--- src/xtea_block_cipher_assert.svh ---
// Assertion helpers shared by the output queue and the top-level cipher module.
// Both sample on clk and are off while rst_n is low.
`ifndef XTEA_BLOCK_CIPHER_ASSERT_SVH
`define XTEA_BLOCK_CIPHER_ASSERT_SVH

// Property checked at every rising clock edge.
`define XT_ASSERT(lbl, prop, msg) \
  lbl: assert property (@(posedge clk) disable iff (!rst_n) (prop)) else $error(msg);

// Condition in one cycle implies a result in the next.
`define XT_ASSERT_NEXT(lbl, pre, post, msg) \
  lbl: assert property (@(posedge clk) disable iff (!rst_n) (pre) |=> (post)) else $error(msg);

`endif

--- src/xtea_pkg.sv ---
package xtea_pkg;

  localparam int unsigned XT_WORD_W     = 32;
  localparam int unsigned XT_KEY_N      = 4;
  localparam int unsigned XT_SEL_W      = 2;
  localparam int unsigned XT_KEY_SHIFT  = 11;
  localparam int unsigned XT_ROUNDS_DEF = 32;
  localparam logic [XT_WORD_W-1:0] XT_DELTA = 32'h9E37_79B9;

  typedef logic [XT_WORD_W-1:0] word_t;
  typedef logic [XT_KEY_N-1:0][XT_WORD_W-1:0] key_t;
  typedef logic [XT_SEL_W-1:0] sel_t;

  // one block in flight
  typedef struct packed {
    logic  op;  // 0 encrypt, 1 decrypt
    word_t x;
    word_t y;
  } xt_beat_t;

  // delta * n, mod 2^32 (elaboration only)
  function automatic word_t xt_sum(input int unsigned n);
    logic [2*XT_WORD_W-1:0] p;
    p = {{XT_WORD_W{1'b0}}, XT_DELTA} * (2*XT_WORD_W)'(n);
    return p[XT_WORD_W-1:0];
  endfunction

endpackage

--- src/xtea_outq.sv ---
`include "xtea_block_cipher_assert.svh"

module xtea_outq import xtea_pkg::*; (
  input  logic  clk,
  input  logic  rst_n,
  input  logic  push,
  input  word_t push_x,
  input  word_t push_y,
  output logic  full,
  output logic  out_valid,
  input  logic  out_ready,
  output word_t out_x,
  output word_t out_y
);

  logic [1:0] cnt_r, cnt_nxt, cnt_left;
  word_t      hx_r, hy_r, sx_r, sy_r;
  logic       pop;

  assign pop       = out_valid & out_ready;
  assign out_valid = (cnt_r != 2'd0);
  assign full      = (cnt_r == 2'd2);

  always_comb begin
    cnt_left = cnt_r - {1'b0, pop};
    cnt_nxt  = cnt_left + {1'b0, push};
  end

  always_ff @(posedge clk) begin
    if (!rst_n) begin
      cnt_r <= 2'd0;
    end else begin
      cnt_r <= cnt_nxt;
    end
  end

  // head feeds the port, second slot catches a beat while head waits
  always_ff @(posedge clk) begin
    if (pop && full) begin
      hx_r <= sx_r;
      hy_r <= sy_r;
    end
    if (push) begin
      if (cnt_left == 2'd0) begin
        hx_r <= push_x;
        hy_r <= push_y;
      end else begin
        sx_r <= push_x;
        sy_r <= push_y;
      end
    end
  end

  assign out_x = hx_r;
  assign out_y = hy_r;

  `XT_ASSERT(a_cnt_range, cnt_r != 2'd3, "output queue count out of range")
  `XT_ASSERT(a_no_push_full, push |-> !full, "push into full output queue")

endmodule

--- config.mk ---
export PLATFORM = sky130hd
export DESIGN_NAME = xtea_outq
export DESIGN_NICKNAME = d
export VERILOG_FILES = /design/src/xtea_pkg.sv /design/src/xtea_outq.sv
export VERILOG_INCLUDE_DIRS = /design/src /design/src/src
export SDC_FILE = /design/constraint.sdc
export NUM_CORES = 1
export LEC_CHECK = 0
export BUFFER_PORTS_ARGS = -buffer_cell sky130_fd_sc_hd__buf_2
export CORE_MARGIN = 5
export CORE_UTILIZATION = 40
export CTS_CLUSTER_DIAMETER = 100
export DETAILED_ROUTE_END_ITERATION = 10
export PLACE_DENSITY = 0.62
export SLEW_MARGIN = 25
export SYNTH_ARGS = -nofsm -noshare
export SYNTH_HDL_FRONTEND = slang
export SYNTH_SLANG_ARGS = --single-unit
--- constraint.sdc ---
create_clock -name clk -period 4.4 [get_ports clk]
set_clock_uncertainty 0.2 [all_clocks]
set_input_delay 0.22 -clock clk [delete_from_list [all_inputs] [get_ports clk]]
set_output_delay 0.22 -clock clk [all_outputs]
set_load 0.01 [all_outputs]
# --- Word-level counts from Yosys, hierarchy flattened ---
# Index checks and enable logic that the tools add are counted.
totals:
  ff_bits: 130
  inputBits: 68
  out_inout_bits: 66
  word_cells: 20
classes:
  n_addsub: 2
  n_eq_ne: 1
  muxes: 6
  bitwise: 2
  reduce_logical: 4
ops:
  columns: ["cell", "n"]
  rows:
  - ["two-way mux 32 bit", 6]
  - ["adder 2 x 1 -> 2 bit", 1]
  - ["equality test 2 bit (second input constant)", 1]
  - ["zero test 2 bit", 1]
  - ["AND reduction 2 bit", 1]
  - ["nonzero test 2 bit", 1]
  - ["subtractor 2 x 1 -> 2 bit", 1]
  - ["bitwise AND 1 bit", 1]
  - ["logical AND 1 bit", 1]
  - ["inverter 1 bit", 1]

# --- Depth between registers and ports, before layout ---
# Gate-level depths: netlist of the first run.
logic_depth:
  ltp_word: 6
  mapped_depth: 8
  depth_no_buf: 8

# --- Worst setup path after synthesis of the first run ---
# Ideal clock, no wire load.
synth_timing:
  path_type: "reg2reg"
  from: "register cnt_r[1]"
  to: "register sx_r[0], enable pin"
  setup_time_ns: 0.427
  arrival_time_ns: 2.658
  required_time_ns: 3.773
  slack_ns: 1.115
  path_stages_with_launch: 6
  n_path_buf: 0
  period_less_slack_ns: 3.285
  path_cell_list: "dfxtp_1 -> or2_2 -> and2_1 -> ha_1 -> inv_1 -> o21a_1"
synth_between:
  elab_chain_len: 6
synth_lines:
  columns: ["element", "line", "text"]
  rows:
  - ["start: declaration", "xtea_outq.sv:16", "logic [1:0] cnt_r, cnt_nxt, cnt_left;"]
  - ["start signal: assignment", "xtea_outq.sv:33", "cnt_r <= cnt_nxt;"]
  - ["nonzero test 2 bit", "xtea_outq.sv:21", "assign out_valid = (cnt_r != 2'd0);"]
  - ["named net out_valid", "xtea_outq.sv:10", "output logic out_valid,"]
  - ["bitwise AND 1 bit", "xtea_outq.sv:20", "assign pop = out_valid & out_ready;"]
  - ["subtractor 2 x 1 -> 2 bit", "xtea_outq.sv:25", "cnt_left = cnt_r - {1'b0, pop};"]
  - ["zero test 2 bit", "xtea_outq.sv:44", "if (cnt_left == 2'd0) begin"]
  - ["inverter 1 bit (no source line)", null, null]
  - ["AND reduction 2 bit (no source line)", null, null]
  - ["end signal: assignment", "xtea_outq.sv:48", "sx_r <= push_x;"]
  - ["end: declaration", "xtea_outq.sv:17", "word_t hx_r, hy_r, sx_r, sy_r;"]
# The timed path passes the listed nets, and every way through them passes these cells.
# A chain may end at the register's enable or synchronous reset.

# --- Worst setup path in the final report of the first run ---
layout_timing:
  from: "register cnt_r[1]"
  to: "register sy_r[1], enable pin"
layout_between:
  elab_chain_len: 6
layout_lines:
  columns: ["element", "line", "text"]
  rows:
  - ["nonzero test 2 bit", "xtea_outq.sv:21", null]
  - ["bitwise AND 1 bit", "xtea_outq.sv:20", null]
  - ["subtractor 2 x 1 -> 2 bit (*)", "xtea_outq.sv:25", null]
  - ["zero test 2 bit (*)", "xtea_outq.sv:44", null]
  - ["inverter 1 bit (no source line) (*)", null, null]
  - ["AND reduction 2 bit (no source line) (*)", null, null]
  - ["end signal: assignment", "xtea_outq.sv:49", "sy_r <= push_y;"]
  - ["end: declaration", "xtea_outq.sv:17", null]
# Every way passes the cells marked *; elsewhere a longest branch is shown, timed or not.

==> results.sh, run 1 <==
export IMPL_arrival_ns=2.63
export IMPL_cp_max_fo=33
export IMPL_crit_required_ns=4.29
export IMPL_die_x_microns=118
export IMPL_end_kind="flip-flop"
export IMPL_wl_per_cell_microns=14.8
export IMPL_clockBufferDepth=2
export IMPL_drive_above_1_share=0.262
export IMPL_clockPowerShare=0.283
export IMPL_antenna_left=0
export IMPL_dp_slack_ns=1.67
export IMPL_tns_ns=0
export IMPL_place_area_sq_mm=0.00538
export IMPL_syn_inst=429
export IMPL_crit_type="flip-flop to flip-flop"
export IMPL_cts_sinks=130
export IMPL_rows=39
export IMPL_clk_latency_ns=0.40
export IMPL_place_congestion=0.754
export IMPL_cts_buffers=17
export IMPL_fin_ws_ns=1.67
export IMPL_wirelength_mm=11.6
export IMPL_swShare=0.331
export IMPL_placedCellCount=682
export IMPL_synth_area_per_cell_sq_um=10.9
export IMPL_viasPerCell=4.92
export IMPL_clockRootBuffer="clkbuf_16"
export IMPL_grt_usage=0.168
export IMPL_portBuffers=133
export IMPL_die_area_sq_mm=0.0139
export IMPL_final_nets=694
export IMPL_p_leak_nw=2.84
export IMPL_fin_crit_ns=2.73
export IMPL_power_share_combinational=0.314
export IMPL_finalCritPeriodShare=0.621
export IMPL_fill_cells=943
export IMPL_min_path_type="flip-flop to flip-flop"
export IMPL_antenna_found_initial=1
export IMPL_finalInstanceArea_sq_mm=0.00665
export IMPL_max_freq_mhz=366
export IMPL_syn_to_final_growth_pct=42.7
export IMPL_drtIter0Drc=243
export IMPL_yosysUniqueCellTypes=17
export IMPL_grt_remaining_overflow=0
export IMPL_hold_viol=0
export IMPL_num_vias=3841
export IMPL_busiest_layer="met2"
export IMPL_status="finished clean"
export IMPL_power_density_mw_per_mm2=761
export IMPL_die_height_microns=118
export IMPL_drc=0
export IMPL_place_hpwl_mm=7.06
export IMPL_seq_power_share=0.403
export IMPL_instances_no_fill=781
export IMPL_synth_net_count=499
export IMPL_synth_top_area_share=0.413
export IMPL_cts_htree_levels=4
export IMPL_p_int_mw=3.39
export IMPL_firstDrtPassIters=5
export IMPL_use_met1=0.211
export IMPL_setup_violations=0
export IMPL_syn_area_sq_mm=0.00466
export IMPL_ir_worst_vdd_uv=415
export IMPL_grt_max_degree=67
export IMPL_pin_count=134
export IMPL_synth_warnings=0
export IMPL_grt_pass1_vias=3770
export IMPL_tightest_slew_ns=0.813
export IMPL_maxSlewHeadroom=0.458
export IMPL_grt_pass1_wl_mm=18.8
export IMPL_cts_resized_gates=0
export IMPL_grt_use_met3=0.0615
export IMPL_synthTopCellsByArea="edfxtp_1 41%, dfxtp_1 28%, nand2_1 10%"
export IMPL_rsz0062_at_grt="false"
export IMPL_slew_viol_final=0
export IMPL_start_util=0.408
export IMPL_drv_cap=0
export IMPL_p_switching_mw=1.67
export IMPL_seq_area_frac_synth=0.696
export IMPL_clk_pin_slew_ns=0.05
export IMPL_synth_top_area_cell="edfxtp_1"
export IMPL_ys_ff_latch=130
export IMPL_crit_path_start_kind="flip-flop"
export IMPL_cts_tree="yes"
export IMPL_grt_use_met2=0.257
export IMPL_final_core_util=0.582
export IMPL_core_area_sq_mm=0.0114
layer usage:
metal | vias up | share of wire | routed length [microns]
met4 | 0 | 0.021 | 240
li1 | 1866 | - | -
met1 | 1791 | 0.44 | 5160
met2 | 162 | 0.47 | 5410
met3 | 22 | 0.068 | 790
met5 | - | 0 | 0
final timing paths:
check | startpoint | to | slack [ns] | depth (start not counted)
max | cnt_r[1]$_SDFF_PN0_ | sy_r[1]$_DFFE_PP_ | 1.67 | 6
max reg2reg | cnt_r[1]$_SDFF_PN0_ | sy_r[1]$_DFFE_PP_ | 1.67 | 6
min reg2reg | out_x[3]$_DFF_P_ | out_x[3]$_DFF_P_ | 0.27 | 2
min | out_x[3]$_DFF_P_ | out_x[3]$_DFF_P_ | 0.27 | 2
per-stage QoR:
| stage | hold slack, ns | power, mW |
|---|---|---|
| finish | 0.267 | 5.06 |
| global route | 0.285 | 5.39 |
| CTS | 0.273 | 5.10 |
| detailed placement | 0.213 | 3.61 |
| global placement | 0.214 | 3.54 |
| floorplan | 0.119 | 3.05 |
synth_stat cells:
cell	number
a31oi_1	64
and2_1	3
and3b_1	1
buf_2	21
buf_4	1
buf_6	6
dfxtp_1	66
edfxtp_1	64
ha_1	2
inv_1	2
nand2_1	128
nand3b_1	2
nor2_1	64
nor2b_1	1
o21a_1	1
or2_2	1
xnor2_1	2
placed cells by master (no fill, tap or decap), types with 4 or more instances in the layout:
master and instances:
nand2_1 128, dfxtp_1 66, buf_2 133, dlygate4sd3_1 66, edfxtp_1 64, bufinv_16 4, nor2_1 64, clkbuf_16 17
a31oi_1 64
registers in the layout, summed over array words and instances (netlist names):
register,flops
out_x,32
out_y,32
cnt_r,2
sx_r,32
sy_r,32
power groups by stage:
stage | registers [mW] | clock network [mW] | logic, mW
final | 2.04 | 1.43 | 1.59
after CTS | 2.03 | 1.46 | 1.61
after detailed placement | 2.05 | 0 | 1.55
after floorplan | 2.18 | 0 | 0.868
after global placement | 2.04 | 0 | 1.50
after global routing | 2.09 | 1.52 | 1.79
layout make-up:
type                    instances  area [sq um]  share of cell area
clock inverters                12           164              0.0247
repair buffers                204          1380               0.208
inverters                       2          7.51             0.00113
flip-flops and latches        130          3240               0.488
well taps                     143           179              0.0269
clock buffers                  20           437              0.0657
diodes                          1          2.50            0.000376
multi-input cells             269          1230               0.185
worst max-delay path: stages, from the launching register on:
cell	delay, ns
dfxtp_1	0.36
or2_2	0.33
and2_1	0.17
ha_1	0.29
inv_1	0.08
o21a_2	0.65
buf_12	0.29
timing repair:
item                                   in CTS  in global routing
hold buffers                               66                  0
buffers inserted                            0                  0
endpoints found under the hold margin     130                  0
logic make-up (layout without fill, tap and decap cells):
| kind of cell | Yosys count | count (layout) | synth area share |
|---|---|---|---|
| buf+inv | 30 | 238 | 0.0403 |
| xor+xnor | 2 | 2 | 0.00376 |
| simple gates | 200 | 200 | 0.167 |
| fa+ha+maj | 2 | 2 | 0.00537 |
| compound gates | 65 | 65 | 0.0876 |
| other cells | 0 | 1 | 0 |
| flops | 130 | 130 | 0.696 |
No activity file was read; power rests on OpenSTA's default activity.
==> run 2: changes to the inputs <==
==> constraint.sdc (replaced) <==
create_clock -name clk -period 2.8 [get_ports clk]
set_clock_uncertainty 0.2 [all_clocks]
set_input_delay 0.14 -clock clk [delete_from_list [all_inputs] [get_ports clk]]
set_output_delay 0.14 -clock clk [all_outputs]
set_load 0.01 [all_outputs]
==> run 2 against run 1 <==
Against the previous run:
- register-to-register slack worse by 1.3 ns
- power increased by 52%
- global-route usage about the same
- worst hold slack worse by 0.11 ns
- combinational power is 61% higher
- fmax increased by 12%
- die area unchanged
- clock power rose by 35%
- critical path type unchanged
==> results.sh, run 2 (synthesized netlist as in run 1, its figures left out) <==
export IMPL_core_area_sq_mm=0.0114
export IMPL_antenna_found_initial=0
export IMPL_finalCritPeriodShare=0.868
export IMPL_max_freq_mhz=411
export IMPL_wl_per_cell_microns=14.7
export IMPL_die_area_sq_mm=0.0139
export IMPL_p_int_mw=5.09
export IMPL_crit_type="flip-flop to flip-flop"
export IMPL_tightest_slew_ns=0.732
export IMPL_place_area_sq_mm=0.00542
export IMPL_layout_common_cells="133 x buf_2, 128 x nand2_1, 66 x dfxtp_1, 66 x dlygate4sd3_1"
export IMPL_start_util=0.408
export IMPL_status="finished clean"
export IMPL_min_path_type="input pin to flip-flop"
export IMPL_place_hpwl_mm=6.87
export IMPL_grt_usage=0.168
export IMPL_clockPowerShare=0.252
export IMPL_arrival_ns=2.52
export IMPL_pin_count=134
export IMPL_r2r_slack_ns=0.37
export IMPL_crit_required_ns=2.89
export IMPL_drv_cap=0
export IMPL_viasPerCell=4.86
export IMPL_grt_pass1_wl_mm=19.0
export IMPL_die_x_microns=118
export IMPL_power_share_combinational=0.334
export IMPL_hold_viol=0
export IMPL_final_common_cell="buf_2"
export IMPL_p_switching_mw=2.58
export IMPL_drive_above_1_share=0.259
export IMPL_antenna_left=0
export IMPL_cts_tree="yes"
export IMPL_slowest_stage="dlygate4sd3_1"
export IMPL_tns_ns=0
export IMPL_final_nets=695
export IMPL_cp_max_fo=7
export IMPL_final_core_util=0.577
export IMPL_cts_buffers=17
export IMPL_cts_resized_gates=0
export IMPL_clk_latency_ns=0.41
export IMPL_clk_pin_slew_ns=0.05
export IMPL_rows=39
export IMPL_power_density_mw_per_mm2=1160
export IMPL_clockBufferDepth=2
export IMPL_place_congestion=0.744
export IMPL_crit_chain="or2_2 > and2_1 > ha_1 > inv_1 > ha_1 > and2_1 > dlygate4sd3_1"
export IMPL_drtIter0Drc=264
export IMPL_grt_remaining_overflow=0
export IMPL_portBuffers=133
export IMPL_setup_violations=0
export IMPL_finalInstanceArea_sq_mm=0.00659
export IMPL_die_height_microns=118
export IMPL_multi_input_area_sq_mm=0.00123
export IMPL_syn_to_final_growth_pct=41.5
export IMPL_max_stage_delay_ns=0.55
export IMPL_p_leak_nw=2.83
export IMPL_maxSlewHeadroom=0.512
export IMPL_diodes=0
export IMPL_fin_crit_ns=2.43
export IMPL_seq_power_share=0.415
export IMPL_crit_path_start_kind="flip-flop"
export IMPL_holdWs_ns=0.160
export IMPL_fill_cells=987
export IMPL_cts_hold_buf=66
export IMPL_grt_pass1_vias=3814
export IMPL_firstDrtPassIters=5
export IMPL_num_vias=3789
export IMPL_seq_area_sq_mm=0.00324
export IMPL_cts_htree_levels=4
export IMPL_wirelength_mm=11.4
export IMPL_end_kind="flip-flop"
export IMPL_drc=0
export IMPL_slew_viol_final=0
export IMPL_swShare=0.336
export IMPL_cts_sinks=130
export IMPL_rsz0062_at_grt="false"
export IMPL_ir_worst_vdd_uv=609
export IMPL_clockRootBuffer="clkbuf_16"
export IMPL_grt_max_degree=69
export IMPL_cts_setup_buffers=0
run 2: changes by cell type in the layout (fill, tap and decap cells not counted):
cell | previous run | this run
diode_2 | 1 | 0
and3b_4 | 1 | 0
buf_4 | 3 | 2
clkbuf_1 | 3 | 5
buf_8 | 1 | 0
bufinv_16 | 4 | 1
clkinvlp_4 | 3 | 0
and3b_2 | 0 | 1
buf_12 | 1 | 4
clkinv_2 | 2 | 5
run 2: per-layer routing:
| layer | GRT usage | vias to the layer above | part of all wire |
|---|---|---|---|
| met3 | 0.0562 | 17 | 0.066 |
| met4 | 0.0774 | 0 | 0.020 |
| met5 | 0 | - | 0 |
| met2 | 0.266 | 138 | 0.49 |
| met1 | 0.208 | 1761 | 0.42 |
| li1 | - | 1873 | - |
run 2: cell type report:
cell class | instances | area share
clock buffer | 22 | 0.0674
clock inverter | 9 | 0.0101
inverter | 2 | 0.00114
multi-input combinational | 269 | 0.186
sequential | 130 | 0.492
tap | 143 | 0.0272
timing repair buffer | 205 | 0.216
run 2: critical path: cells and delay by family, from the launching register on:
family,cells,cell delay (ns)
adders and majority gates,2,0.54
buffers and inverters,2,0.61
DFF,1,0.35
and+or+nand+nor,3,0.61
run 2: power by group through the flow:
stage / clock network, mW / registers [mW] / logic (mW)
finish: 1.93 / 3.18 / 2.56
CTS: 1.98 / 3.19 / 2.60
detailed placement: 0 / 3.21 / 2.52
global placement: 0 / 3.19 / 2.45
global route: 2.08 / 3.26 / 2.89
floorplan: 0 / 3.41 / 1.37
run 2: worst paths after layout:
kind	from	endpoint	cells after the start
worst max-delay path	cnt_r[1]$_SDFF_PN0_	cnt_r[0]$_SDFF_PN0_	7
worst min-delay path	push	sy_r[1]$_DFFE_PP_	3
worst max register to register	cnt_r[1]$_SDFF_PN0_	cnt_r[0]$_SDFF_PN0_	7
worst min register to register	out_x[2]$_DFF_P_	out_x[2]$_DFF_P_	2
run 2: per-stage QoR:
step           power (mW)  cells  worst slack, ns
2_1_floorplan        4.78    429            0.165
3_3_place_gp         5.64    683            0.572
3_5_place_dp         5.73    683            0.504
4_1_cts              7.77    780            0.378
5_1_grt              8.23    780            0.260
6_report             7.67    780            0.369
==> run 3: changes to the inputs <==
--- a/config.mk
+++ b/config.mk
@@ -7,6 +7,7 @@
 export NUM_CORES = 1
 export LEC_CHECK = 0
 export BUFFER_PORTS_ARGS = -buffer_cell sky130_fd_sc_hd__buf_2
+export CORE_ASPECT_RATIO = 1.5
 export CORE_MARGIN = 5
 export CORE_UTILIZATION = 40
 export CTS_CLUSTER_DIAMETER = 100
==> run 3 against run 2 <==
Against the previous run:
- worst hold slack better by 0.094 ns
- final cell count is 1.3% higher
- count of clock-buffer cells in the layout is 1 lower
- die area is 0.32% higher
- fmax is 3.7% higher
- wire length is 2.2% lower
- flip-flop and latch count stayed put
- critical path depth is 1 lower
- combinational power hardly changed
- via count is 0.42% lower
==> results.sh, run 3 (synthesized netlist as in run 1, its figures left out) <==
export IMPL_final_nets=697
export IMPL_ir_worst_vdd_uv=614
export IMPL_grt_pass1_vias=3643
export IMPL_cts_resized_gates=0
export IMPL_finalInstanceArea_sq_mm=0.00668
export IMPL_slowest_stage="dfxtp_1"
export IMPL_crit_buf_inv=2
export IMPL_rows=48
export IMPL_viasPerCell=4.78
export IMPL_drtIter0Drc=109
export IMPL_crit_start="cnt_r[1]$_SDFF_PN0_"
export IMPL_start_util=0.406
export IMPL_num_vias=3773
export IMPL_syn_to_final_growth_pct=43.5
export IMPL_portBuffers=133
export IMPL_antenna_found_initial=0
export IMPL_cts_tree="yes"
export IMPL_setup_violations=0
export IMPL_crit_family="simple AND/OR/NAND/NOR gates"
export IMPL_clk_pin_slew_ns=0.06
export IMPL_fin_crit_ns=2.34
export IMPL_finalCritPeriodShare=0.837
export IMPL_cts_sinks=130
export IMPL_grt_pass1_wl_mm=17.8
export IMPL_max_freq_mhz=427
export IMPL_place_congestion=0.721
export IMPL_die_area_sq_mm=0.0139
export IMPL_clockRootBuffer="clkbuf_16"
export IMPL_core_area_sq_mm=0.0115
export IMPL_end_kind="flip-flop"
export IMPL_crit_chain="or2_2 > and2_1 > ha_1 > inv_1 > o21a_4 > buf_4"
export IMPL_fill_cells=1007
export IMPL_cts_htree_levels=4
export IMPL_crit_type="flip-flop to flip-flop"
export IMPL_layout_common_cells="133 x buf_2, 128 x nand2_1, 66 x dfxtp_1, 66 x dlygate4sd3_1"
export IMPL_max_stage_delay_ns=0.37
export IMPL_drc=0
export IMPL_die_x_microns=98.1
export IMPL_tightest_slew_ns=0.585
export IMPL_firstDrtPassIters=5
export IMPL_die_height_microns=142
export IMPL_reg2reg_from="cnt_r[1]$_SDFF_PN0_"
export IMPL_drive_above_1_share=0.275
export IMPL_tns_ns=0
export IMPL_clk_latency_ns=0.40
export IMPL_grt_usage=0.161
export IMPL_place_hpwl_mm=7.21
export IMPL_pin_count=134
export IMPL_dp_slack_ns=0.417
export IMPL_maxSlewHeadroom=0.610
export IMPL_clockBufferDepth=2
export IMPL_grt_use_met2=0.277
export IMPL_power_density_mw_per_mm2=1170
export IMPL_fin_ws_ns=0.455
export IMPL_grt_max_degree=77
export IMPL_grt_remaining_overflow=0
export IMPL_arrival_ns=2.24
export IMPL_crit_path_start_kind="flip-flop"
export IMPL_multi_input_area_sq_mm=0.00123
export IMPL_diodes=0
export IMPL_rsz0062_at_grt="false"
export IMPL_hold_start="push_y[1]"
export IMPL_status="finished clean"
export IMPL_p_leak_nw=2.84
export IMPL_cts_hold_buf=66
export IMPL_slew_viol_final=0
export IMPL_cts_setup_buffers=0
export IMPL_cts_buffers=17
export IMPL_place_area_sq_mm=0.00544
export IMPL_wl_per_cell_microns=14.2
export IMPL_holdWs_ns=0.255
export IMPL_seq_area_sq_mm=0.00324
export IMPL_antenna_left=0
export IMPL_cp_max_fo=20
export IMPL_drv_cap=0
export IMPL_crit_required_ns=2.70
export IMPL_final_common_cell="buf_2"
export IMPL_wirelength_mm=11.2
export IMPL_busiest_layer="met2"
export IMPL_min_path_type="input pin to flip-flop"
export IMPL_use_met1=0.191
export IMPL_grt_use_met3=0.0427
export IMPL_finalPower_mw=7.83
export IMPL_hold_viol=0
[run 3: final cells by class]
| type | instances | area share |
|---|---|---|
| sequential | 130 | 0.485 |
| timing repair buffer | 207 | 0.213 |
| multi-input combinational | 269 | 0.185 |
| clock buffer | 21 | 0.0719 |
| tap | 150 | 0.0281 |
| clock inverter | 11 | 0.0157 |
| inverter | 2 | 0.00112 |
[run 3: final timing paths]
path / to / slack [ns] / cells past startpoint
worst max-delay path: sx_r[24]$_DFFE_PP_ / 0.46 / 6
worst min-delay path: sy_r[1]$_DFFE_PP_ / 0.25 / 2
worst max register to register: sx_r[24]$_DFFE_PP_ / 0.46 / 6
worst min register to register: out_x[6]$_DFF_P_ / 0.27 / 2
[run 3: power breakdown]
group / total, mW / internal, mW / switching (mW)
registers: 3.17 / 2.86 / 0.310
logic: 2.54 / 1.03 / 1.51
clock network: 2.12 / 1.32 / 0.806
[run 3: metrics by stage]
step                       util  std cells
after global placement    0.474        692
after detailed placement  0.474        692
after floorplan               -        429
after global routing      0.583        790
after CTS                 0.583        790
final                     0.583        790
[run 3: layer usage]
metal	routed length (microns)	share of wire	vias up
met1	4660	0.42	1769
met3	635	0.057	12
met5	0	0	-
met4	127	0.011	0
li1	-	-	1872
met2	5770	0.52	120
