$ cat config.mk
export PLATFORM = sky130hd
export DESIGN_NAME = xtea_half
export DESIGN_NICKNAME = d
export VERILOG_FILES = /design/src/xtea_block_cipher_assert.svh /design/src/xtea_pkg.sv /design/src/xtea_half.sv
export SDC_FILE = /design/constraint.sdc
export NUM_CORES = 1
export LEC_CHECK = 0
export ABC_AREA = 0
export BUFFER_PORTS_ARGS = -buffer_cell sky130_fd_sc_hd__buf_2
export CORE_MARGIN = 10
export CORE_UTILIZATION = 34
export CTS_CLUSTER_DIAMETER = 50
export DETAILED_ROUTE_END_ITERATION = 10
export SYNTH_ARGS = -nofsm -noshare
export SYNTH_HDL_FRONTEND = slang
export SYNTH_SLANG_ARGS = --single-unit
$ cat constraint.sdc
create_clock -name clk -period 11.5 [get_ports clk]
set_input_delay 2.3 -clock clk [delete_from_list [all_inputs] [get_ports clk]]
set_output_delay 2.3 -clock clk [all_outputs]
set_load 0.05 [all_outputs]
$ cat src/xtea_block_cipher_assert.svh
// Assertion helpers shared by the output queue and the top-level cipher module.
// Both sample on clk and are off while rst_n is low.
`ifndef XTEA_BLOCK_CIPHER_ASSERT_SVH
`define XTEA_BLOCK_CIPHER_ASSERT_SVH

// Property checked at every rising clock edge.
`define XT_ASSERT(lbl, prop, msg) \
  lbl: assert property (@(posedge clk) disable iff (!rst_n) (prop)) else $error(msg);

// Condition in one cycle implies a result in the next.
`define XT_ASSERT_NEXT(lbl, pre, post, msg) \
  lbl: assert property (@(posedge clk) disable iff (!rst_n) (pre) |=> (post)) else $error(msg);

`endif

$ cat src/xtea_pkg.sv
package xtea_pkg;

  localparam int unsigned XT_WORD_W     = 32;
  localparam int unsigned XT_KEY_N      = 4;
  localparam int unsigned XT_SEL_W      = 2;
  localparam int unsigned XT_KEY_SHIFT  = 11;
  localparam int unsigned XT_ROUNDS_DEF = 32;
  localparam logic [XT_WORD_W-1:0] XT_DELTA = 32'h9E37_79B9;

  typedef logic [XT_WORD_W-1:0] word_t;
  typedef logic [XT_KEY_N-1:0][XT_WORD_W-1:0] key_t;
  typedef logic [XT_SEL_W-1:0] sel_t;

  // one block in flight
  typedef struct packed {
    logic  op;  // 0 encrypt, 1 decrypt
    word_t x;
    word_t y;
  } xt_beat_t;

  // delta * n, mod 2^32 (elaboration only)
  function automatic word_t xt_sum(input int unsigned n);
    logic [2*XT_WORD_W-1:0] p;
    p = {{XT_WORD_W{1'b0}}, XT_DELTA} * (2*XT_WORD_W)'(n);
    return p[XT_WORD_W-1:0];
  endfunction

endpackage

$ cat src/xtea_half.sv
module xtea_half import xtea_pkg::*; #(
  parameter int unsigned ROUNDS = XT_ROUNDS_DEF,
  parameter int unsigned STAGE  = 0
) (
  input  logic     clk,
  input  logic     rst_n,
  input  logic     en,
  input  key_t     key,
  input  logic     v_i,
  input  xt_beat_t b_i,
  output logic     v_o,
  output xt_beat_t b_o
);

  localparam int unsigned RND  = STAGE / 2;
  localparam int unsigned HALF = STAGE % 2;
  localparam word_t SUM_E = xt_sum(RND + HALF);
  localparam word_t SUM_D = xt_sum(ROUNDS - RND - HALF);
  localparam sel_t  SEL_E = (HALF != 0) ? SUM_E[XT_KEY_SHIFT+1:XT_KEY_SHIFT] : SUM_E[1:0];
  localparam sel_t  SEL_D = (HALF != 0) ? SUM_D[1:0] : SUM_D[XT_KEY_SHIFT+1:XT_KEY_SHIFT];
  localparam logic  HALF_B = (HALF != 0);

  logic     v_r;
  xt_beat_t b_r;
  logic     upd_x;
  word_t    src, dst, f, t, m, dst_new;
  xt_beat_t b_nxt;

  // encrypt: x on first half, y on second; decrypt the other way round
  always_comb begin
    upd_x   = ~(b_i.op ^ HALF_B);
    src     = upd_x ? b_i.y : b_i.x;
    dst     = upd_x ? b_i.x : b_i.y;
    f       = ((src << 4) ^ (src >> 5)) + src;
    t       = b_i.op ? (SUM_D + key[SEL_D]) : (SUM_E + key[SEL_E]);
    m       = f ^ t;
    dst_new = b_i.op ? (dst - m) : (dst + m);
    b_nxt   = b_i;
    if (upd_x) begin
      b_nxt.x = dst_new;
    end else begin
      b_nxt.y = dst_new;
    end
  end

  always_ff @(posedge clk) begin
    if (!rst_n) begin
      v_r <= 1'b0;
    end else if (en) begin
      v_r <= v_i;
    end
  end

  always_ff @(posedge clk) begin
    if (en) begin
      b_r <= b_nxt;
    end
  end

  assign v_o = v_r;
  assign b_o = b_r;

endmodule

Word-level counts from Yosys, hierarchy flattened
Index checks and enable logic that the tools add are counted.
{"block": "op_classes", "n_addsub": 4, "muxes": 6, "n_bitwise": 2}
{"cell": "$mux 32", "count": 6}
{"cell": "$add 32x32->32", "count": 2}
{"cell": "$add 32x32->32 const A", "count": 1}
{"cell": "$sub 32x32->32", "count": 1}
{"cell": "$xor 32x27->32", "count": 1}
{"cell": "$xor 32x32->32", "count": 1}
{"block": "word_totals", "register_bits": 66, "output_inout_bits": 66}

Longest topological paths before layout
Gate-level depths: netlist of run 1.
{"block": "logic_depth", "depth_word": 7, "ltp_mapped": 36, "depth_no_buf": 26}

Worst setup path before layout of run 1
Ideal clock, no wire load.
{"block": "synth_timing", "path_type": "input to register", "startpoint": "input port b_i[64] (netlist bit)", "endpoint": "register b_r, in the netlist b_o[63] (data pin)", "setup_ns": 0.165, "arrival_ns": 9.356, "required_time_ns": 11.335, "slack_ns": 1.979, "stages": 34, "path_cell_list": "buf_6 > buf_2 > buf_4 > buf_4 > buf_2 > buf_1 > buf_2 > buf_1 > buf_1 > a21oi_1 > xnor2_1 > ha_1 > and3_1 > a221o_1 > a41oi_2 > o21ai_2 > a311oi_1 > xnor2_1 > nor4b_4 > a21oi_1 > xor2_1 > ha_1 > clkbuf_1 > nand4_1 > nor2_1 > and3_1 > or4_1 > o2111ai_1 > nand3_1 > a21boi_1 > o41ai_1 > xnor2_1 > and3b_1 > o31ai_2"}
{"item": "start, declared", "line": "xtea_half.sv:10", "text": "input xt_beat_t b_i,"}
{"item": "end signal, assigned", "line": "xtea_half.sv:56", "text": "b_r <= b_nxt;"}
{"item": "end, declared", "line": "xtea_half.sv:24", "text": "xt_beat_t b_r;"}

==> results of run 1 <==
per-layer routing:
metal | routed length, µm | track usage [%]
met1 | 13600 | 22.2
met2 | 11500 | 23.6
met3 | 1320 | 2.13
met4 | 247 | 3.71
met5 | 0 | 0
layout by cell type, fill, tap and decap left out, types with 9 or more instances in the layout:
master	count
edfxtp_1	65
buf_2	197
a21oi_1	87
o21ai_0	63
mux2i_1	16
xnor2_1	99
clkbuf_16	9
mux2_2	34
xor2_1	47
o21a_1	12
a31oi_1	16
inv_1	43
ha_1	65
nand3_1	23
a21o_1	24
nor3_1	22
nor2_1	73
nand2_1	82
nand2b_1	18
nor2b_1	31
o21bai_1	31
and3_1	9
power groups by stage:
stage | sequential (mW) | clock (mW) | combinational, mW
CTS | 0.404 | 0.278 | 1.59
detailed placement | 0.408 | 0 | 1.58
global placement | 0.405 | 0 | 1.57
floorplan | 0.691 | 0 | 0.961
finish | 0.402 | 0.275 | 1.59
global route | 0.409 | 0.289 | 1.75
worst min-delay path by stage:
| stage | startpoint | end | slack [ns] | depth (start not counted) |
|---|---|---|---|---|
| floorplan | v_o$_SDFFE_PN0P_ | v_o$_SDFFE_PN0P_ | 0.74 | 2 |
| global route | v_o$_SDFFE_PN0P_ | v_o$_SDFFE_PN0P_ | 0.54 | 2 |
| global placement | v_o$_SDFFE_PN0P_ | v_o$_SDFFE_PN0P_ | 0.49 | 2 |
| detailed placement | v_o$_SDFFE_PN0P_ | v_o$_SDFFE_PN0P_ | 0.50 | 2 |
| finish | v_o$_SDFFE_PN0P_ | v_o$_SDFFE_PN0P_ | 0.52 | 2 |
| CTS | v_o$_SDFFE_PN0P_ | v_o$_SDFFE_PN0P_ | 0.52 | 2 |
layout make-up:
type                            count  area, µm²  share of cell area (%)
Antenna cell                        3       7.51                  0.0717
Clock buffer                       11        233                    2.22
Clock inverter                      5       55.1                   0.526
Inverter                           44        165                    1.58
Multi-Input combinational cell    902       6580                    62.9
Sequential cell                    66       1970                    18.8
Tap cell                          335        419                    4.00
Timing Repair Buffer              203       1030                    9.88
registers in the layout, indices dropped and copies added, names as in the netlist:
| signal | cells |
|---|---|
| b_o | 65 |
| v_o | 1 |
worst min-delay path: cells and delay by family (launching register included):
kind / cells / cell delay, ns
flip-flops: 1 / 0.33
AND/OR/NAND/NOR: 1 / 0.09
multiplexers: 1 / 0.06
logic make-up after synthesis:
group                      Yosys count
buffers and inverters               83
adders and majority gates           68
and+or+nand+nor                    315
muxes                               51
xor gates and xnor gates           149
DFF                                 66
AOI/OAI and AO/OA                  319
==> results by group, run 1 <==
Global routing
  – Antenna violations before repair: 3
  – Remaining global-route overflow: 0
  – Gr usage total: roughly 15%
  – Vias in the first global route: between 7000 and 8000
  – Pin count of the biggest net entering global routing: between 100 and 150
  – First-pass GRT wire length: about 42 mm

Worst setup path
  – Crit-path max FO: about 130
  – Setup slack, reg-to-reg: 10.91 ns
  – Slowest stage delay, CP: 0.60 ns
  – Reg2Reg Depth: 2
  – CP Data Arrival Time: between 9 and 10 ns
  – Crit end category: register
  – Req. time, crit path: between 10 and 15 ns
  – Worst setup SP type: input port
  – Critical path buffers and inverters: 3
  – Crit Path Class: in -> reg
  – Cell family with most CP delay: compound AO/OA/AOI/OAI gates
  – R2r endpoint: v_o$_SDFFE_PN0P_
  – Slowest cell on the critical path: o41ai_1
  – WP depth: 25
  – Most frequent CP cell: o41ai_1
  – End of the critical path: b_o[30]$_DFFE_PP_
  – Reg2reg start: v_o$_SDFFE_PN0P_
  – Worst Setup SP: b_i[64]

Synth
  – Cell taking the most area after synthesis: edfxtp_1
  – Mapped Area: about 8900 µm²
  – Seq/Total Area, Yosys: between 20% and 30%
  – Asr flop ratio synth: 0%
  – Synthesized instance count: roughly 1100
  – Post-synthesis net count: 1315
  – Avg Cell Area, Syn: roughly 8.5 µm²
  – Synth Flop Type: edfxtp_1
  – Count leader, synth: xnor2_1
  – Synth Warn #: 0
  – FF+latch count, synth: between 60 and 70
  – Portion of netlist area occupied by mux cells: under 10%
  – Synth Area in Compound Gates: 23.8%
  – Post-Synth Adder-Cell Area: under 10%
  – Synth area leaders: edfxtp_1 (22%), xnor2_1 (9.8%), ha_1 (9.1%)
  – Synth cell types: 89
  – Post-synthesis xor/xnor area fraction: approximately 15%
  – Most instantiated cells after synthesis: xnor2_1 (99), a21oi_1 (87), nand2_1 (82), nor2_1 (73)
  – EDFF count, synth: 65
  – Simple logic cell fraction of the synthesized area: 19.1%
  – Main combinational cell family by area after synthesis: compound AO/OA/AOI/OAI gates
  – Share of the synthesized area in the top cell type: roughly 22%

Timing
  – Worst slew pin tran: 0.877 ns
  – Max_slew headroom: 41.5%
  – Pins over their slew limit: 0
  – Total negative setup slack: 0 ns
  – Final setup vio count: 0
  – FMAX: approximately 110 MHz
  – Worst hold margin: between 0.5 and 0.6 ns
  – Final WS setup: 2.40 ns
  – Fin crit period: 9.10 ns
  – Worst Skew: 0 ns
  – Unrepaired setup endpoints after global routing: no
  – Period utilisation layout: around four fifths
  – Hold Fails Final Rpt: 0

Clock network
  – Cells resized by post-CTS repair: 0
  – Clk slew on worst S/H paths: roughly 0.060 ns
  – Cts hold-fix bufs: 0
  – CTS Buf Count: 9
  – Buffers inserted by post-CTS timing repair: 0
  – Root Buffer: clkbuf_16
  – CTS tree: built
  – H-tree level count: 3
  – Clock Latency Late Sink: 0.33 ns
  – CTS sink count: 66
  – Max Root-Sink Buffers: 2

Power
  – Gate power share: between 70% and 80%
  – Peak supply drop: 159 µV
  – Total power: ~2.3 mW
  – Flop pwr share: 17.7%
  – Clock network power share: 12.1%
  – Switching part of the total power: between 50% and 60%
  – Internal Power: about 1.1 mW
  – Sw Pwr: roughly 1.2 mW
  – Power Density: 216 nW/µm²
  – Static leakage: 4.41 nW

Drt
  – Drt wl/cell: between 15 and 20 µm
  – Vias per Instance: around 5.3
  – Detailed Route Iter0 Violations: roughly 450
  – Post-route ant nets: 0
  – DRT Pass-1 Iters: 5
  – DR vias: 8243
  – Drc violations: 0
  – Final wirelength: about 27 mm

Die
  – Die width: around 180 µm
  – Core Region: ~26000 µm²
  – Die Area: 33000 µm²
  – Die height: 182 µm
  – Initial core utilization: ~34%
  – Site Rows: 59
  – Total I/O pin count: ~260

Place
  – Port bufs: between 150 and 200
  – Detail Placement HPWL: roughly 22 mm
  – Post-placement setup slack: ~2.1 ns
  – Placed Area: 10200 µm²
  – Routability cong.: 0.910
  – Cells after DPL: roughly 1600

Finish
  – Nets@finish: between 1000 and 1500
  – Number of non-filler instances in the completed layout: 1569
  – Share of layout cells above drive strength 1: a little under a quarter
  – Final instance area: between 10000 and 15000 µm²
  – Layout fillers: approximately 2600
  – Final core occ: 40.4%
  – Layout area overhead: 17.8%

Status
  – Status: finished clean

Min path
  – Worst Hold Class: reg -> reg

Run
  – Max cap viols: 0
No activity file was read; power rests on OpenSTA's default activity.
==> run 2: changes to the inputs <==
- ABC_AREA: 0 -> 1
- clock period: 11.5 -> 7.6 ns (I/O delays scaled with it)
==> results by group, run 2 <==
Synth
  – Cell taking the most area after synthesis: nand2_1
  – Post-synthesis net count: 1850 (+41%)
  – FF+latch count, synth: 66 (unchanged)
  – EDFF count, synth: 65 (unchanged)
  – Most instantiated cells after synthesis: nand2_1 (562), inv_1 (179), nand3_1 (130), o21ai_0 (125), nor2_1 (109)
  – Asr flop ratio synth: 0% (unchanged)
  – Share of the synthesized area in the top cell type: 21.7% (-0.29 points)
  – Avg Cell Area, Syn: 6.14 µm² (-27%)
  – Seq/Total Area, Yosys: 20.3% (-1.9 points)
  – Synth Warn #: 0 (unchanged)
  – Mapped Area: 9730 µm² (+9.5%)
  – Synth area leaders: nand2_1 (22%), edfxtp_1 (20%), ha_1 (8.4%)
  – Count leader, synth: nand2_1
  – Synth cell types: 51 (-43%)
  – Synthesized instance count: 1586 (+51%)
  – Synth Flop Type: edfxtp_1

Timing
  – FMAX: approximately 150 MHz
  – Fin crit period: 6.85 ns
  – Total negative setup slack: 0 ns (unchanged)
  – Hold Fails Final Rpt: 0 (unchanged)
  – Period utilisation layout: between 90% and 100%
  – Pins over their slew limit: 0 (unchanged)
  – Worst Skew: 0 ns (unchanged)
  – Unrepaired setup endpoints after global routing: no
  – Worst hold margin: 0.539 ns (+0.0189 ns)
  – Worst slew pin tran: 0.825 ns (-0.0518 ns)
  – Max_slew headroom: 45.0% (+3.5 points)
  – Final setup vio count: 0 (unchanged)
  – Final WS setup: 0.752 ns (-1.65 ns)

Clock network
  – CTS Buf Count: 9 (unchanged)
  – Clock Latency Late Sink: 0.33 ns (about the same)
  – Cts hold-fix bufs: 0 (unchanged)
  – Buffers inserted by post-CTS timing repair: 0 (unchanged)
  – CTS tree: built
  – Root Buffer: clkbuf_16
  – Max Root-Sink Buffers: 2 (unchanged)
  – H-tree level count: 3 (unchanged)
  – Clk slew on worst S/H paths: 0.06 ns (about the same)
  – Cells resized by post-CTS repair: 0 (unchanged)
  – CTS sink count: 66 (unchanged)

Drt
  – Vias per Instance: 4.95 (-5.7%)
  – Detailed Route Iter0 Violations: 573 (+28%)
  – DRT Pass-1 Iters: 5 (unchanged)
  – Final wirelength: 33.1 mm (+24%)
  – Drt wl/cell: 15.3 µm (-9.8%)
  – DR vias: 10700 (+30%)
  – Drc violations: 0 (unchanged)
  – Post-route ant nets: 0 (unchanged)

Die
  – Die width: 189 µm (+4.1%)
  – Initial core utilization: 34.8% (+0.45 points)
  – Die Area: 35800 µm² (+8.4%)
  – Total I/O pin count: 263 (unchanged)
  – Die height: 189 µm (+4.1%)
  – Site Rows: 61 (+3.4%)
  – Core Region: 28000 µm² (+8.1%)

Finish
  – Area of the multi-input gates: 6920 µm² (+5.2%)
  – Nets@finish: 2041 (+37%)
  – Share of layout cells above drive strength 1: 16.6% (-6.5 points)
  – Layout area overhead: 18.5%
  – Antenna diodes: 0 (-3)
  – Most common cell after layout, fill and taps aside: nand2_1
  – Most frequent cells in the layout: nand2_1 (562), buf_2 (197), inv_1 (179)
  – Sequential cell area: 1970 µm² (unchanged)
  – Max reg flops: 65 (unchanged)
  – Layout fillers: 3054 (+16%)

Worst setup path
  – Slowest cell on the critical path: ha_1
  – Worst setup SP type: input port
  – Reg2Reg Depth: 2 (unchanged)
  – Reg2reg start: v_o$_SDFFE_PN0P_
  – Crit Path Class: in -> reg
  – Req. time, crit path: 7.67 ns (-3.91 ns)
  – Slowest stage delay, CP: 0.31 ns (-0.29 ns)
  – Crit-path max FO: 41 (-67%)
  – Most frequent CP cell: nand2_1
  – Setup slack, reg-to-reg: 6.95 ns (-3.96 ns)
  – Crit end category: register
  – CP Data Arrival Time: 6.92 ns (-2.26 ns)
  – R2r endpoint: v_o$_SDFFE_PN0P_

Min path
  – Hold Path Stages: 2 (unchanged)
  – Worst Hold Class: reg -> reg
  – Hold EP: v_o$_SDFFE_PN0P_
  – Hold_sp: v_o$_SDFFE_PN0P_

Status
  – Status: finished clean

Global routing
  – Met3 usage: 2.70% (+0.57 points)
  – GRT Max-Usage Layer: met2
  – Remaining global-route overflow: 0 (unchanged)
  – First-pass GRT wire length: 52.2 mm (+24%)
  – Antenna violations before repair: 0 (-3)
  – Global Route met1 Usage: 24.0% (+1.8 points)
  – Gr usage total: 17.9% (+2.5 points)
  – Vias in the first global route: 10363 (+30%)
  – Pin count of the biggest net entering global routing: 68 (-46%)
  – M2 GR Usage: 29.9% (+6.3 points)

Place
  – Port bufs: 198 (unchanged)
  – Routability cong.: 0.932 (+2.4%)
  – Post-placement setup slack: 0.436 ns (-1.62 ns)
  – Detail Placement HPWL: 28.6 mm (+29%)

Power
  – Power Density: 275 nW/µm² (+27%)
  – Static leakage: 6.11 nW (+39%)
  – Peak supply drop: 123 µV (-23%)

Run
  – Max cap viols: 0 (unchanged)
run 2: logic make-up after synthesis:
kind of cell             synth area share [%]
AND/OR/NAND/NOR                          39.7
AO/OA/AOI/OAI                            14.1
buffers and inverters                    8.64
XOR/XNOR                                 8.46
adder cells (fa/ha/maj)                  8.77
flip-flops                               20.3
multiplexers                            0.103
run 2: final cells by class:
class                   instances  area share [%]
flip-flops and latches         66            17.1
multi-input cells            1302            60.0
repair buffers                213            9.92
inverters                     185            6.04
well taps                     378            4.10
clock inverters                 7           0.857
clock buffers                   9            1.95
run 2: worst max-delay path by stage:
stage                       start           endpoint  slack (ns)  cells past startpoint
after global placement    b_i[64]  b_o[28]$_DFFE_PP_        0.53                     34
final                     b_i[64]  b_o[28]$_DFFE_PP_        0.75                     34
after CTS                 b_i[64]  b_o[28]$_DFFE_PP_        0.77                     34
after floorplan           b_i[64]  b_o[28]$_DFFE_PP_        0.78                     32
after global routing      b_i[64]  b_o[29]$_DFFE_PP_        0.26                     35
after detailed placement  b_i[64]  b_o[28]$_DFFE_PP_        0.44                     34
run 2: routing by layer:
metal / wire (µm) / up-vias
met5: 0 / -
met4: 335 / 0
met3: 1900 / 22
met2: 14900 / 272
met1: 16000 / 4812
li1: - / 5594
run 2: metrics by stage:
stage / std cells / power [mW] / utilization [%] / cell area (µm²)
floorplan: 1586 / 2.18 / - / 9730
global placement: 2144 / 2.70 / 40.0 / 11200
detailed placement: 2144 / 2.72 / 40.0 / 11200
CTS: 2160 / 3.18 / 41.2 / 11500
global route: 2160 / 3.47 / 41.2 / 11500
finish: 2160 / 3.18 / 41.2 / 11500
run 2: critical path: cells and delay by family:
family | cells | cell delay, ns
simple gates | 18 | 2.22
compound gates | 7 | 1.41
buf+inv | 5 | 0.80
fa+ha+maj | 2 | 0.60
xor+xnor | 2 | 0.33
run 2: power breakdown:
part           total (mW)  internal [mW]  switching, mW
Combinational        2.16          0.661           1.49
Sequential          0.564          0.543         0.0212
Clock               0.457          0.289          0.167
==> run 3: changes to the inputs <==
- CORE_ASPECT_RATIO: unset -> 0.6
- MAX_ROUTING_LAYER: unset -> met4
==> results by group, run 3 (synthesized netlist as in run 2, its figures left out) <==
Drt
  – Drt wl/cell: 16.7 µm (+8.7%)
  – Post-route ant nets: 0 (unchanged)
  – Detailed Route Iter0 Violations: 955 (+67%)
  – Drc violations: 0 (unchanged)
  – Final wirelength: 35.9 mm (+8.6%)
  – Vias per Instance: 5.03 (+1.5%)
  – DRT Pass-1 Iters: 8 (+3)
  – DR vias: 10851 (+1.4%)

Status
  – Status: finished clean

Finish
  – Most common cell after layout, fill and taps aside: nand2_1
  – Final core occ: 41.4% (+0.20 points)
  – Max reg flops: 65 (unchanged)
  – Final instance area: 11500 µm² (about the same)
  – Layout area overhead: 18.4% (about the same)
  – Number of non-filler instances in the completed layout: 2158 (-0.093%)
  – Share of layout cells above drive strength 1: 16.7% (+0.12 points)
  – Most frequent cells in the layout: nand2_1 (562), buf_2 (197), inv_1 (179)
  – Nets@finish: 2046 (+0.24%)

Power
  – Peak supply drop: 132 µV (+7.4%)
  – Power Density: 275 nW/µm² (-0.29%)
  – Static leakage: 6.12 nW (+0.14%)
  – Total power: 3.17 mW (-0.30%)

Global routing
  – First-pass GRT wire length: 55.0 mm (+5.3%)
  – Gr usage total: 19.9% (+2.0 points)
  – Antenna violations before repair: 3 (+3)
  – Vias in the first global route: 10170 (-1.9%)
  – Remaining global-route overflow: 0 (unchanged)
  – Pin count of the biggest net entering global routing: 90 (+32%)

Die
  – Core Region: 27900 µm² (-0.49%)
  – Site Rows: 47 (-23%)
  – Die width: 238 µm (+26%)
  – Die Area: 36000 µm² (+0.62%)
  – Total I/O pin count: 263 (unchanged)
  – Die height: 151 µm (-20%)
  – Initial core utilization: 34.9% (+0.17 points)

Clock network
  – Cts hold-fix bufs: 0 (unchanged)
  – CTS tree: built
  – CTS sink count: 66 (unchanged)
  – Max Root-Sink Buffers: 2 (unchanged)
  – Clk slew on worst S/H paths: 0.06 ns (about the same)
  – Buffers inserted by post-CTS timing repair: 0 (unchanged)
  – Clock Latency Late Sink: 0.34 ns (about the same)
  – Cells resized by post-CTS repair: 0 (unchanged)
  – H-tree level count: 3 (unchanged)
  – CTS Buf Count: 9 (unchanged)
  – Root Buffer: clkbuf_16

Place
  – Port bufs: 198 (unchanged)
  – Routability cong.: 0.939 (+0.80%)
  – Post-placement setup slack: 0.326 ns (-0.110 ns)
  – Cells after DPL: 2138 (-0.28%)
  – Placed Area: 11200 µm² (+0.10%)
  – Detail Placement HPWL: 30.6 mm (+6.8%)

Worst setup path
  – Reg2reg start: v_o$_SDFFE_PN0P_
  – R2r endpoint: v_o$_SDFFE_PN0P_
  – Crit-path max FO: 85 (+110%)
  – Most frequent CP cell: nand2_1
  – Slowest stage delay, CP: 0.37 ns (+0.06 ns)
  – Slowest cell on the critical path: a2111oi_0
  – Req. time, crit path: 7.71 ns (+0.04 ns)
  – Crit end category: register
  – CP Data Arrival Time: 7.02 ns (+0.10 ns)
  – Worst setup SP type: input port
  – Reg2Reg Depth: 2 (unchanged)
  – Setup slack, reg-to-reg: 6.95 ns (about the same)
  – Crit Path Class: in -> reg

Min path
  – Hold Path Stages: 2 (unchanged)
  – Hold EP: v_o$_SDFFE_PN0P_
  – Worst Hold Class: reg -> reg
  – Hold_sp: v_o$_SDFFE_PN0P_

Timing
  – Unrepaired setup endpoints after global routing: no
  – Final setup vio count: 0 (unchanged)
  – Pins over their slew limit: 0 (unchanged)
  – FMAX: 145 MHz (-1.0%)
  – Final WS setup: 0.683 ns (-0.0692 ns)
  – Worst hold margin: 0.540 ns (+0.000925 ns)
  – Period utilisation layout: 91.0% (+0.91 points)
  – Hold Fails Final Rpt: 0 (unchanged)
  – Fin crit period: 6.92 ns (+0.0692 ns)
  – Max_slew headroom: 46.3% (+1.3 points)
  – Total negative setup slack: 0 ns (unchanged)
  – Worst Skew: 0 ns (unchanged)
  – Worst slew pin tran: 0.806 ns (-0.0197 ns)

Run
  – Max cap viols: 0 (unchanged)
==> run 3: cell types whose count changed in the layout (fill, tap and decap cells not counted), sizes merged <==
cell | previous run | this run
buf | 213 | 218
diode | 0 | 4
clkinv | 2 | 6
clkinvlp | 1 | 0
inv | 187 | 185
bufinv | 2 | 1
==> run 3: per-layer routing <==
layer,track usage (%),share of wire (%),up-vias
met4,3.38,0.97,0
met2,28.9,41,286
li1,-,-,5613
met1,28.0,51,4934
met5,-,0,-
met3,4.28,6.7,18
==> run 3: cell type report <==
type,instances,area (µm²)
Inverter,185,699
Clock buffer,9,225
Clock inverter,7,60.1
Antenna cell,4,10.0
Fill cell,3030,16300
Timing Repair Buffer,218,1180
Multi-Input combinational cell,1302,6930
Tap cell,367,459
Sequential cell,66,1970
==> run 3: how the worst max path moves through the flow <==
stage,startpoint,to,cells past startpoint
after global placement,b_i[64],b_o[28]$_DFFE_PP_,30
final,b_i[64],b_o[63]$_DFFE_PP_,34
after detailed placement,b_i[64],b_o[63]$_DFFE_PP_,31
after CTS,b_i[64],b_o[63]$_DFFE_PP_,34
after global routing,b_i[64],b_o[63]$_DFFE_PP_,34
after floorplan,b_i[64],b_o[28]$_DFFE_PP_,32
==> run 3: power breakdown <==
group	switching (mW)	internal [mW]
Sequential	0.0252	0.544
Clock	0.162	0.250
Combinational	1.52	0.669
Total	1.70	1.46
==> run 3: worst max-delay path, delay by kind of cell <==
kind / cells / cell delay, ns
AND/OR/NAND/NOR: 21 / 2.78
adder cells (fa/ha/maj): 2 / 0.71
XOR/XNOR: 1 / 0.15
AO/OA/AOI/OAI: 4 / 0.99
buffers and inverters: 6 / 0.87
